--- src/design/dtwlb_pkg.sv ---
`default_nettype none
// ----------------------------------------------------------------------------
// dtwlb_pkg
// Shared types, widths and codes of the LB_Petitjean lower-bound core.
// ----------------------------------------------------------------------------
package dtwlb_pkg;

	localparam int SAMPLE_BITS   = 16;
	localparam int BOUND_BITS    = 48;
	localparam int DIST_BITS     = 2 * SAMPLE_BITS;
	localparam int POS_BITS      = 12;
	localparam int WHW_BITS      = 6;
	localparam int LEN_BITS      = 13;
	localparam int CFG_IDX_BITS  = 2;
	localparam int CFG_DATA_BITS = 48;
	localparam int W_MAX_DEF     = 32;
	localparam int LEN_MAX_DEF   = 4096;
	localparam int EDGE          = 3;
	localparam int M_MIN         = 2 * EDGE + 1;
	localparam int OUT_LD_BITS   = 32;

	localparam logic [BOUND_BITS-1:0] BOUND_MAX = '1;
	localparam logic [LEN_BITS-1:0]   LEN_RESET = LEN_BITS'(64);

	typedef logic signed [SAMPLE_BITS-1:0] sample_t;

	typedef enum logic [CFG_IDX_BITS-1:0] {
		CFG_WINDOW    = 2'd0,
		CFG_SEQ_LEN   = 2'd1,
		CFG_THRESHOLD = 2'd2
	} cfg_idx_t;

	typedef enum logic [1:0] {
		STAT_RUNNING   = 2'd0,
		STAT_FINISHED  = 2'd1,
		STAT_ABANDONED = 2'd2
	} status_t;

	typedef enum logic [1:0] {
		CELL_HOLD,
		CELL_PUSH,
		CELL_ROT
	} cell_op_t;

	typedef enum logic [2:0] {
		FSM_IDLE,
		FSM_SCAN,
		FSM_ISSUE,
		FSM_WAIT,
		FSM_OUT
	} fsm_state_t;

	typedef struct packed {
		logic                  first;
		logic [BOUND_BITS-1:0] initial_bound;
		sample_t               query_sample;
		sample_t               ref_env_upper;
		sample_t               ref_env_lower;
		sample_t               ref_sample;
		sample_t               query_env_upper;
		sample_t               query_env_lower;
	} in_item_t;

	typedef struct packed {
		logic [POS_BITS-1:0]    position;
		sample_t                proj_upper;
		sample_t                proj_lower;
		logic [OUT_LD_BITS-1:0] dist_incr;
		logic [BOUND_BITS-1:0]  running_bound;
		status_t                status;
		logic                   last;
	} out_item_t;

	typedef struct packed {
		logic    start;
		logic    in_range;
		sample_t x;
		sample_t up;
		sample_t lp;
		sample_t uq;
		sample_t lq;
	} dist_req_t;

	typedef struct packed {
		logic                 valid;
		logic [DIST_BITS-1:0] ld;
	} dist_rsp_t;

endpackage
`default_nettype wire

--- src/design/dtwlb_cell.sv ---
`default_nettype none
// ----------------------------------------------------------------------------
// dtwlb_cell
// One sample cell of the clamped-query ring: hold, shift in, or rotate.
// ----------------------------------------------------------------------------
module dtwlb_cell (
	input  logic                clk,
	input  dtwlb_pkg::cell_op_t op,
	input  dtwlb_pkg::sample_t  push_in,
	input  dtwlb_pkg::sample_t  rot_in,
	output dtwlb_pkg::sample_t  val
);
	import dtwlb_pkg::*;

	sample_t val_q;

	always_ff @(posedge clk) begin
		case (op)
			CELL_PUSH: val_q <= push_in;
			CELL_ROT:  val_q <= rot_in;
			default:   val_q <= val_q;
		endcase
	end

	assign val = val_q;

endmodule
`default_nettype wire

--- config.mk ---
export PLATFORM = sky130hd
export DESIGN_NAME = dtwlb_cell
export DESIGN_NICKNAME = d
export VERILOG_FILES = /design/src/design/dtwlb_pkg.sv /design/src/design/dtwlb_cell.sv
export SDC_FILE = /design/constraint.sdc
export NUM_CORES = 1
export LEC_CHECK = 0
export BUFFER_PORTS_ARGS = -buffer_cell sky130_fd_sc_hd__buf_2
export CORE_MARGIN = 2
export CORE_UTILIZATION = 30
export CTS_CLUSTER_DIAMETER = 60
export DETAILED_ROUTE_END_ITERATION = 10
export GPL_TIMING_DRIVEN = 0
export PLACE_DENSITY = 0.62
export SETUP_SLACK_MARGIN = 0.1
export SYNTH_ARGS = -nofsm -noshare
export SYNTH_HDL_FRONTEND = slang
export SYNTH_SLANG_ARGS = --single-unit
--- constraint.sdc ---
create_clock -name clk -period 2.4 [get_ports clk]
set_clock_uncertainty 0.15 [all_clocks]
set_input_delay 0.36 -clock clk [delete_from_list [all_inputs] [get_ports clk]]
set_output_delay 0.36 -clock clk [all_outputs]
set_load 0.1 [all_outputs]
==> results.md <==
* Outcome: finished clean
* Die Span Y at roughly 54 microns
* Share of the clock period used by the worst path after layout at 64.67%
* Category of the most critical setup path: flop to output port
* Sequential share of power at 39.8%
* Post-Syn Area at 749.5 sq um
* Number of cells upsized or downsized after cts at 0
* Worst Max-Slew Pin Slew at about 0.60 ns
* CP Data Required Time at 1.89 ns
* Quantity of hold-fixing buffers added after cts at 0
* Kind of capture point of the worst setup path: output port
* Net switching power figure at 420.5 uW
* Distinct cell type count after synthesis at 7
* Mapped Avg Cell Area at roughly 20 sq um
* Area share of the largest cell type after synthesis at about 64%
* Post-synthesis sequential element count at 16
* Final hold violation count at 0
* Number of standard cells after synthesis at 37
* Mean number of vias per cell at between 4 and 5
* Sequential share of the synthesized area at around 64%
* CP Launch Type: flop
* Combinational power share at between 40% and 50%
* Number of instances in the placed design at roughly 120
* Weighted congestion reported at the end of routability-driven placement at between 0.6 and 0.7
* Fraction of final layout cells sized beyond drive strength 1 at roughly 80%
* Leading cell type by number of instances after synthesis: sky130_fd_sc_hd__edfxtp_1
* Leakage at 0.0004992 uW
* Post-route worst setup slack at between 0.8 and 0.9 ns
* Layout Cells excl Fill at approximately 120
* Count of yosys warnings during synthesis at 0
* Vias in the first global route at 480
* Worst Path Arrival at roughly 1.0 ns
* Clock-pin slew on the worst setup and hold paths at about 0.09 ns
* Async set or reset register ratio after synthesis at 0%
* Pins Over Slew Limit at 0
* List of cells traversed by the critical path: buf_2
* Power density cells at approximately 860 nW/um^2
* Highest achievable clock rate at around 640 MHz
* Iteration-0 DRC Markers at 2
* Leading cell types by count after synthesis: sky130_fd_sc_hd__edfxtp_1 (16), sky130_fd_sc_hd__mux2_4 (10), sky130_fd_sc_hd__mux2_2 (6)
* Switching share of power at between 40 and 50%
* Buffer type at the clock tree root: sky130_fd_sc_hd__clkbuf_4
* Critical path's top delay family: buffers and inverters
* Overall fraction of global-route tracks in use at a little under a tenth
* Clock Tree Buf Depth at 2
* # diodes at 0
* Clk sinks at 16
* CTS tree: yes
* Residual antenna-violating net count after detailed routing at 0
* RSZ-0062 raised after global routing: false
* Initial Util at a little under a third
* Global-route wire length before repair at between 1500 and 2000 microns
* Post-CTS Repair Setup Buffers at 0
* Number of nets in the synthesized netlist at 73
* Largest stage delay on the critical path at ~0.42 ns
* Core area at 2432 sq um
* Post-route standard cell area excluding fillers at approximately 1100 sq um
* Number of primary I/O pins at 51
* Initial antenna violation count at 0
* Chip Width at about 54 microns
* Worst IR Drop VDD at approximately 0.41 mV
* Total negative setup slack at 0 ns
* Overflow after GRT at 0
* Leading register cell type out of synthesis: sky130_fd_sc_hd__edfxtp_1
* Largest net degree at the start of global routing at 17
* Total iterations of the first detailed-routing run at 2
* Total wire length at 1287 microns
* # DRC at 0
* Via count at 491
* Post-layout nets at 128
* Number of synthesized flops with an enable pin at 16
* Area of the die at between 2000 and 3000 sq um
* Cell with the largest stage delay on the worst path: sky130_fd_sc_hd__buf_2
* Count of port buffers added during placement at 50
* Max FFs per register at 16
* Largest fanout on the critical path at 1
* Internal power contribution at about 490 uW
* Biggest area consumer among synthesized cells: sky130_fd_sc_hd__edfxtp_1
* Largest cells by area after synthesis: sky130_fd_sc_hd__edfxtp_1 (64%), sky130_fd_sc_hd__mux2_4 (20%), sky130_fd_sc_hd__mux2_2 (9.0%)
* Number of buffers and inverters on the critical path at 1
* Area growth syn-to-layout at 41.90%
* Number of buffers created by CTS at 3
* Clock share of power at roughly 16%
* Worst min-delay path category: input pin to flop
* Post-layout minimum cycle time at 1.552 ns
* Setup violators final at 0
* Max-cap viol count at 0
* Post-placement cell area at between 1000 and 1500 sq um
* Hold Slack at 0.2222 ns
* Relative slew slack at approximately 60%
* Count of standard-cell rows at 18
* Placement-stage worst setup slack at around 0.66 ns
* Routed wire per std cell at 10.64 microns
* Number of H-tree branching levels at 1
-- logic make-up (layout without fill, tap and decap cells) --
family                   count (synthesis)  count (layout)  synth area share, %
adder cells (fa/ha/maj)                  1               1                1.669
multiplexers                            16              16                29.05
buffers and inverters                    4              58                5.176
flip-flops                              16              16                64.11
-- placed cells by master, fill, tap and decap left out --
cell                       netlist  final
sky130_fd_sc_hd__buf_12          1      1
sky130_fd_sc_hd__buf_2           0     50
sky130_fd_sc_hd__buf_6           1      1
sky130_fd_sc_hd__clkbuf_4        0      3
sky130_fd_sc_hd__clkinv_1        0      1
sky130_fd_sc_hd__edfxtp_1       16     16
sky130_fd_sc_hd__ha_1            1      1
sky130_fd_sc_hd__inv_1           2      2
sky130_fd_sc_hd__mux2_2          6      6
sky130_fd_sc_hd__mux2_4         10     10
-- per-layer routing --
metal | vias up | part of all wire [%] | track usage, %
li1 | 249 | - | -
met1 | 209 | 38 | 8.711
met2 | 31 | 50 | 16.87
met3 | 2 | 11 | 2.500
met4 | 0 | 0.78 | 6.250
met5 | - | 0 | 0
-- layout make-up --
cell class	count	area [sq um]
buffer	2	31.28
clock buffer	3	22.52
clock inverter	1	3.754
fill	234	1369
inverter	2	7.507
multi-input combinational	17	230.2
sequential	16	480.5
tap	30	37.54
timing repair buffer	50	250.2
-- through the flow --
stage / util, % / power [uW]
after floorplan: - / 712.0
after global placement: 42.64 / 776.2
after detailed placement: 42.64 / 780.1
after CTS: 43.72 / 923.4
after global routing: 43.72 / 951.3
final: 43.72 / 912.4
-- path summary, 6_finish.rpt --
kind	startpoint	end	slack, ns	cells after the start
max	val[5]	val[5]	0.85	1
min	push_in[12]	val[12]	0.22	2
-- power by group through the flow --
stage	registers [uW]	logic [uW]	clock network, uW
3_5_place_dp	370	410	0
3_3_place_gp	369	407	0
2_1_floorplan	662	49.5	0
6_report	363	407	143
4_1_cts	364	410	150
5_1_grt	368	421	163
Note: power is estimated with default switching activity, not from simulation.
