<file path="src/design/dtwlb_pkg.sv">
`default_nettype none
// ----------------------------------------------------------------------------
// dtwlb_pkg
// Shared types, widths and codes of the LB_Petitjean lower-bound core.
// ----------------------------------------------------------------------------
package dtwlb_pkg;

	localparam int SAMPLE_BITS   = 16;
	localparam int BOUND_BITS    = 48;
	localparam int DIST_BITS     = 2 * SAMPLE_BITS;
	localparam int POS_BITS      = 12;
	localparam int WHW_BITS      = 6;
	localparam int LEN_BITS      = 13;
	localparam int CFG_IDX_BITS  = 2;
	localparam int CFG_DATA_BITS = 48;
	localparam int W_MAX_DEF     = 32;
	localparam int LEN_MAX_DEF   = 4096;
	localparam int EDGE          = 3;
	localparam int M_MIN         = 2 * EDGE + 1;
	localparam int OUT_LD_BITS   = 32;

	localparam logic [BOUND_BITS-1:0] BOUND_MAX = '1;
	localparam logic [LEN_BITS-1:0]   LEN_RESET = LEN_BITS'(64);

	typedef logic signed [SAMPLE_BITS-1:0] sample_t;

	typedef enum logic [CFG_IDX_BITS-1:0] {
		CFG_WINDOW    = 2'd0,
		CFG_SEQ_LEN   = 2'd1,
		CFG_THRESHOLD = 2'd2
	} cfg_idx_t;

	typedef enum logic [1:0] {
		STAT_RUNNING   = 2'd0,
		STAT_FINISHED  = 2'd1,
		STAT_ABANDONED = 2'd2
	} status_t;

	typedef enum logic [1:0] {
		CELL_HOLD,
		CELL_PUSH,
		CELL_ROT
	} cell_op_t;

	typedef enum logic [2:0] {
		FSM_IDLE,
		FSM_SCAN,
		FSM_ISSUE,
		FSM_WAIT,
		FSM_OUT
	} fsm_state_t;

	typedef struct packed {
		logic                  first;
		logic [BOUND_BITS-1:0] initial_bound;
		sample_t               query_sample;
		sample_t               ref_env_upper;
		sample_t               ref_env_lower;
		sample_t               ref_sample;
		sample_t               query_env_upper;
		sample_t               query_env_lower;
	} in_item_t;

	typedef struct packed {
		logic [POS_BITS-1:0]    position;
		sample_t                proj_upper;
		sample_t                proj_lower;
		logic [OUT_LD_BITS-1:0] dist_incr;
		logic [BOUND_BITS-1:0]  running_bound;
		status_t                status;
		logic                   last;
	} out_item_t;

	typedef struct packed {
		logic    start;
		logic    in_range;
		sample_t x;
		sample_t up;
		sample_t lp;
		sample_t uq;
		sample_t lq;
	} dist_req_t;

	typedef struct packed {
		logic                 valid;
		logic [DIST_BITS-1:0] ld;
	} dist_rsp_t;

endpackage
`default_nettype wire

</file>
<file path="src/design/dtwlb_dist.sv">
`default_nettype none
// ----------------------------------------------------------------------------
// dtwlb_dist
// Three-stage four-case squared-distance increment of the lower bound.
// ----------------------------------------------------------------------------
module dtwlb_dist (
	input  logic                clk,
	input  logic                arst_n,
	input  dtwlb_pkg::dist_req_t req,
	output dtwlb_pkg::dist_rsp_t rsp
);
	import dtwlb_pkg::*;

	typedef logic signed [SAMPLE_BITS:0] diff_t;

	function automatic logic [SAMPLE_BITS-1:0] mag(input diff_t d);
		diff_t n;
		n = (d < 0) ? -d : d;
		return n[SAMPLE_BITS-1:0];
	endfunction

	diff_t x_e, up_e, lp_e, uq_e, lq_e, d0, d1;

	logic [SAMPLE_BITS-1:0] m0_s1, m1_s1;
	logic                   v_s1;
	logic [DIST_BITS-1:0]   sq0_s2, sq1_s2;
	logic                   v_s2;
	logic [DIST_BITS-1:0]   ld_s3;
	logic                   v_s3;

	assign x_e  = diff_t'(req.x);
	assign up_e = diff_t'(req.up);
	assign lp_e = diff_t'(req.lp);
	assign uq_e = diff_t'(req.uq);
	assign lq_e = diff_t'(req.lq);

	// pick the two differences; the second is zero in the plain cases
	always_comb begin
		d0 = '0;
		d1 = '0;
		if (req.in_range) begin
			if (x_e > up_e && up_e > uq_e) begin
				d0 = x_e - uq_e;
				d1 = up_e - uq_e;
			end else if (x_e < lp_e && lp_e < lq_e) begin
				d0 = x_e - lq_e;
				d1 = lp_e - lq_e;
			end else if (x_e > up_e) begin
				d0 = x_e - up_e;
			end else if (x_e < lp_e) begin
				d0 = x_e - lp_e;
			end
		end
	end

	always_ff @(posedge clk or negedge arst_n) begin
		if (!arst_n) begin
			v_s1 <= 1'b0;
			v_s2 <= 1'b0;
			v_s3 <= 1'b0;
		end else begin
			v_s1 <= req.start;
			v_s2 <= v_s1;
			v_s3 <= v_s2;
		end
	end

	always_ff @(posedge clk) begin
		m0_s1  <= mag(d0);
		m1_s1  <= mag(d1);
		sq0_s2 <= DIST_BITS'(m0_s1) * DIST_BITS'(m0_s1);
		sq1_s2 <= DIST_BITS'(m1_s1) * DIST_BITS'(m1_s1);
		ld_s3  <= (sq0_s2 > sq1_s2) ? sq0_s2 - sq1_s2 : '0;
	end

	assign rsp.valid = v_s3;
	assign rsp.ld    = ld_s3;

endmodule
`default_nettype wire

</file>
<file path="config.mk">
export PLATFORM = sky130hd
export DESIGN_NAME = dtwlb_dist
export DESIGN_NICKNAME = d
export VERILOG_FILES = /design/src/design/dtwlb_pkg.sv /design/src/design/dtwlb_dist.sv
export SDC_FILE = /design/constraint.sdc
export NUM_CORES = 1
export LEC_CHECK = 0
export ABC_AREA = 1
export BUFFER_PORTS_ARGS = -buffer_cell sky130_fd_sc_hd__buf_4
export CORE_MARGIN = 2
export CORE_UTILIZATION = 45
export CTS_CLUSTER_SIZE = 24
export DETAILED_ROUTE_END_ITERATION = 8
export GPL_ROUTABILITY_DRIVEN = 0
export HOLD_SLACK_MARGIN = 0.03
export PLACE_DENSITY = 0.67
export SLEW_MARGIN = 20
export SYNTH_ARGS = -nofsm -noshare
export SYNTH_HDL_FRONTEND = slang
export SYNTH_SLANG_ARGS = --single-unit
</file>
<file path="constraint.sdc">
create_clock -name clk -period 16.7 [get_ports clk]
set_input_delay 1.67 -clock clk [delete_from_list [all_inputs] [get_ports clk]]
set_output_delay 1.67 -clock clk [all_outputs]
set_load 0.03 [all_outputs]
</file>
==> results.sh <==
export IMPL_antenna_found_initial=0
export IMPL_place_ws_ns=10.77
export IMPL_ant_nets=0
export IMPL_grt_pass1_wl_mm=106.8
export IMPL_synth_edff_count=0
export IMPL_postCtsHoldBufs=0
export IMPL_clockRootBuffer="clkbuf_16"
export IMPL_grt_busiest_layer="met2"
export IMPL_grt_util_met1_pct=28.50
export IMPL_maxCapViolations=0
export IMPL_port_buffers=116
export IMPL_grt_overflow=0
export IMPL_rsz0062_at_grt="false"
export IMPL_htreeDepth=4
export IMPL_ys_flop_type="dfxtp_1"
export IMPL_dp_cells=4313
export IMPL_crit_arrival_ns=6.24
export IMPL_floorplan_initialDensity_pct=45.63
export IMPL_clock_skew_final_ns=0.01331
export IMPL_worstMarginPinSlew_ns=0.9169
export IMPL_layout_drive_gt1_share_pct=6.464
export IMPL_clk_pin_slew_worst_paths_ns=0.06
export IMPL_final_nets=4320
export IMPL_use_met3_pct=2.049
export IMPL_drc=0
export IMPL_hp_class="register to register"
export IMPL_maxSlewHeadroom_pct=38.72
export IMPL_synthCells=3524
export IMPL_cts_tree="built"
export IMPL_cts_buffers=17
export IMPL_fin_util_pct=49.23
export IMPL_viasPerCell=4.863
export IMPL_ys_seq_area_share_pct=10.06
export IMPL_yosys_warnings=0
export IMPL_drt_iter0_drc=1139
export IMPL_core_area_mm2=0.05660
export IMPL_timing_final_hold_violations=0
export IMPL_path_max_fanout=16
export IMPL_num_antenna_cells=0
export IMPL_period_share_pct=35.60
export IMPL_synth_distinct_cells=56
export IMPL_drt_pass1_iterations=7
export IMPL_holdPathStages=0
export IMPL_grt_pass1_vias=21880
export IMPL_die_w_um=243.6
export IMPL_tns_ns=0
export IMPL_cp_data_required_time_ns=17.00
export IMPL_cts_resized_gates=0
export IMPL_path_class="register to register"
export IMPL_instances_no_fill=4345
export IMPL_period_needed_ns=5.946
export IMPL_vias=21130
export IMPL_use_met2_pct=39.93
export IMPL_detail_route_wl_per_cell_um=14.49
export IMPL_start_kind="register"
export IMPL_hpwlAfterDp_mm=54.70
export IMPL_cts_setup_buffers=0
export IMPL_clockBufferDepth=2
export IMPL_ios=117
export IMPL_die_area_mm2=0.05932
export IMPL_clock_sinks=129
export IMPL_syn_avg_cell_area_um2=7.329
export IMPL_synth_area_mm2=0.02583
export IMPL_area_delta_synth_final_pct=7.907
export IMPL_fmax_ghz=0.1682
export IMPL_grt_max_degree=49
export IMPL_setup_violations=0
export IMPL_synth_net_count=4268
export IMPL_core_rowCount=87
export IMPL_reg2reg_depth=21
export IMPL_synth_seq_cells=129
export IMPL_die_y_um=243.6
export IMPL_clock_latency_ns=0.42
export IMPL_worst_slack_ns=10.75
export IMPL_drv_slew=0
export IMPL_status="completed"
export IMPL_async_flop_share_pct=2.326
export IMPL_end_kind="register"
export IMPL_routed_wl_mm=62.98
export IMPL_grt_usage_pct=22.07
final cells by class:
class,count,area [µm²]
Inverter,895,3364
Tap cell,756,945.9
Clock inverter,14,178.9
Clock buffer,18,439.2
Multi-Input combinational cell,2415,19460
Sequential cell,129,2597
Timing Repair Buffer,118,885.9
Fill cell,5660,28740
cell usage after synthesis (13+ instances only):
cell	count	area share, %
a21oi_1	187	3.6
a31oi_1	14	0.34
clkbuf_1	62	0.90
dfxtp_1	126	9.8
fa_1	331	26
ha_1	329	16
inv_1	887	13
nand2_1	819	12
nand2_2	15	0.36
nand3_1	118	2.3
nand4_1	13	0.31
nor2_1	173	2.5
nor3_1	13	0.25
o21a_1	13	0.38
o21ai_0	66	1.3
o21ai_1	21	0.41
o21bai_1	13	0.38
or2_2	16	0.39
xnor2_1	58	2.0
xor2_1	113	3.8
path summary, 6_finish.rpt:
check                          from         end  slack (ns)
hold reg to reg                v_s2        v_s3        0.35
hold / removal                 v_s2        v_s3        0.35
max in group asynchronous    arst_n        v_s3       15.59
min in group asynchronous    arst_n        v_s1        1.02
setup reg to reg           m1_s1[6]  sq1_s2[30]       10.75
setup / recovery           m1_s1[6]  sq1_s2[30]       10.75
metal layers:
layer	wire length, µm	vias up
li1	-	10750
met1	27860	9808
met2	30720	509
met3	3124	64
met4	1268	0
met5	0	-
metrics by stage:
step / cell area [µm²] / hold slack, ns
2_1_floorplan: 25830 / 0.3290
3_3_place_gp: 27250 / 0.3338
3_5_place_dp: 27250 / 0.3363
4_1_cts: 27870 / 0.3520
5_1_grt: 27870 / 0.3564
6_report: 27870 / 0.3510
cell families (layout without fill, tap and decap cells):
kind of cell | Yosys count | after routing | synth area share (%)
and+or+nand+nor | 1213 | 1213 | 19.54
DFF | 129 | 129 | 10.06
xor gates and xnor gates | 171 | 171 | 5.799
buffers and inverters | 980 | 1045 | 14.64
adders and majority gates | 660 | 660 | 41.60
AOI/OAI and AO/OA | 371 | 371 | 8.367
flip-flops by register name (all words and copies together), names as in the netlist:
| signal | count |
|---|---|
| m1_s1 | 16 |
| v_s2 | 1 |
| v_s1 | 1 |
| sq0_s2 | 31 |
| ld_s3 | 32 |
| sq1_s2 | 31 |
| m0_s1 | 16 |
| v_s3 | 1 |
critical path, cell delays in order, from the launching register on:
cell and delay (ns):
dfxtp_1 0.80, nand2_1 0.23, fa_1 0.60, inv_1 0.06
fa_1 0.53, fa_1 0.45, fa_1 0.50, fa_1 0.49
inv_1 0.05, fa_1 0.53, inv_1 0.06, ha_1 0.34
nand2_1 0.11, nor2_1 0.16, inv_1 0.07, nor4_1 0.22
nand2_1 0.09, o211ai_1 0.14, a21oi_1 0.11, nor2_1 0.10
nor2_1 0.05, xor2_1 0.14
placed cells by master (no fill, tap or decap), drive strengths merged, types with 58 or more instances in the layout:
master and count:
nor2 181, inv 899, xnor2 58, dfxtp 126, nand3 129, ha 329
nand2 837, buf 118, xor2 113, fa 331, o21ai 88, a21oi 191
Power is left out: the tool's default activity adds up to more than one toggle a clock period on the data nets, which glitch-free logic cannot reach.
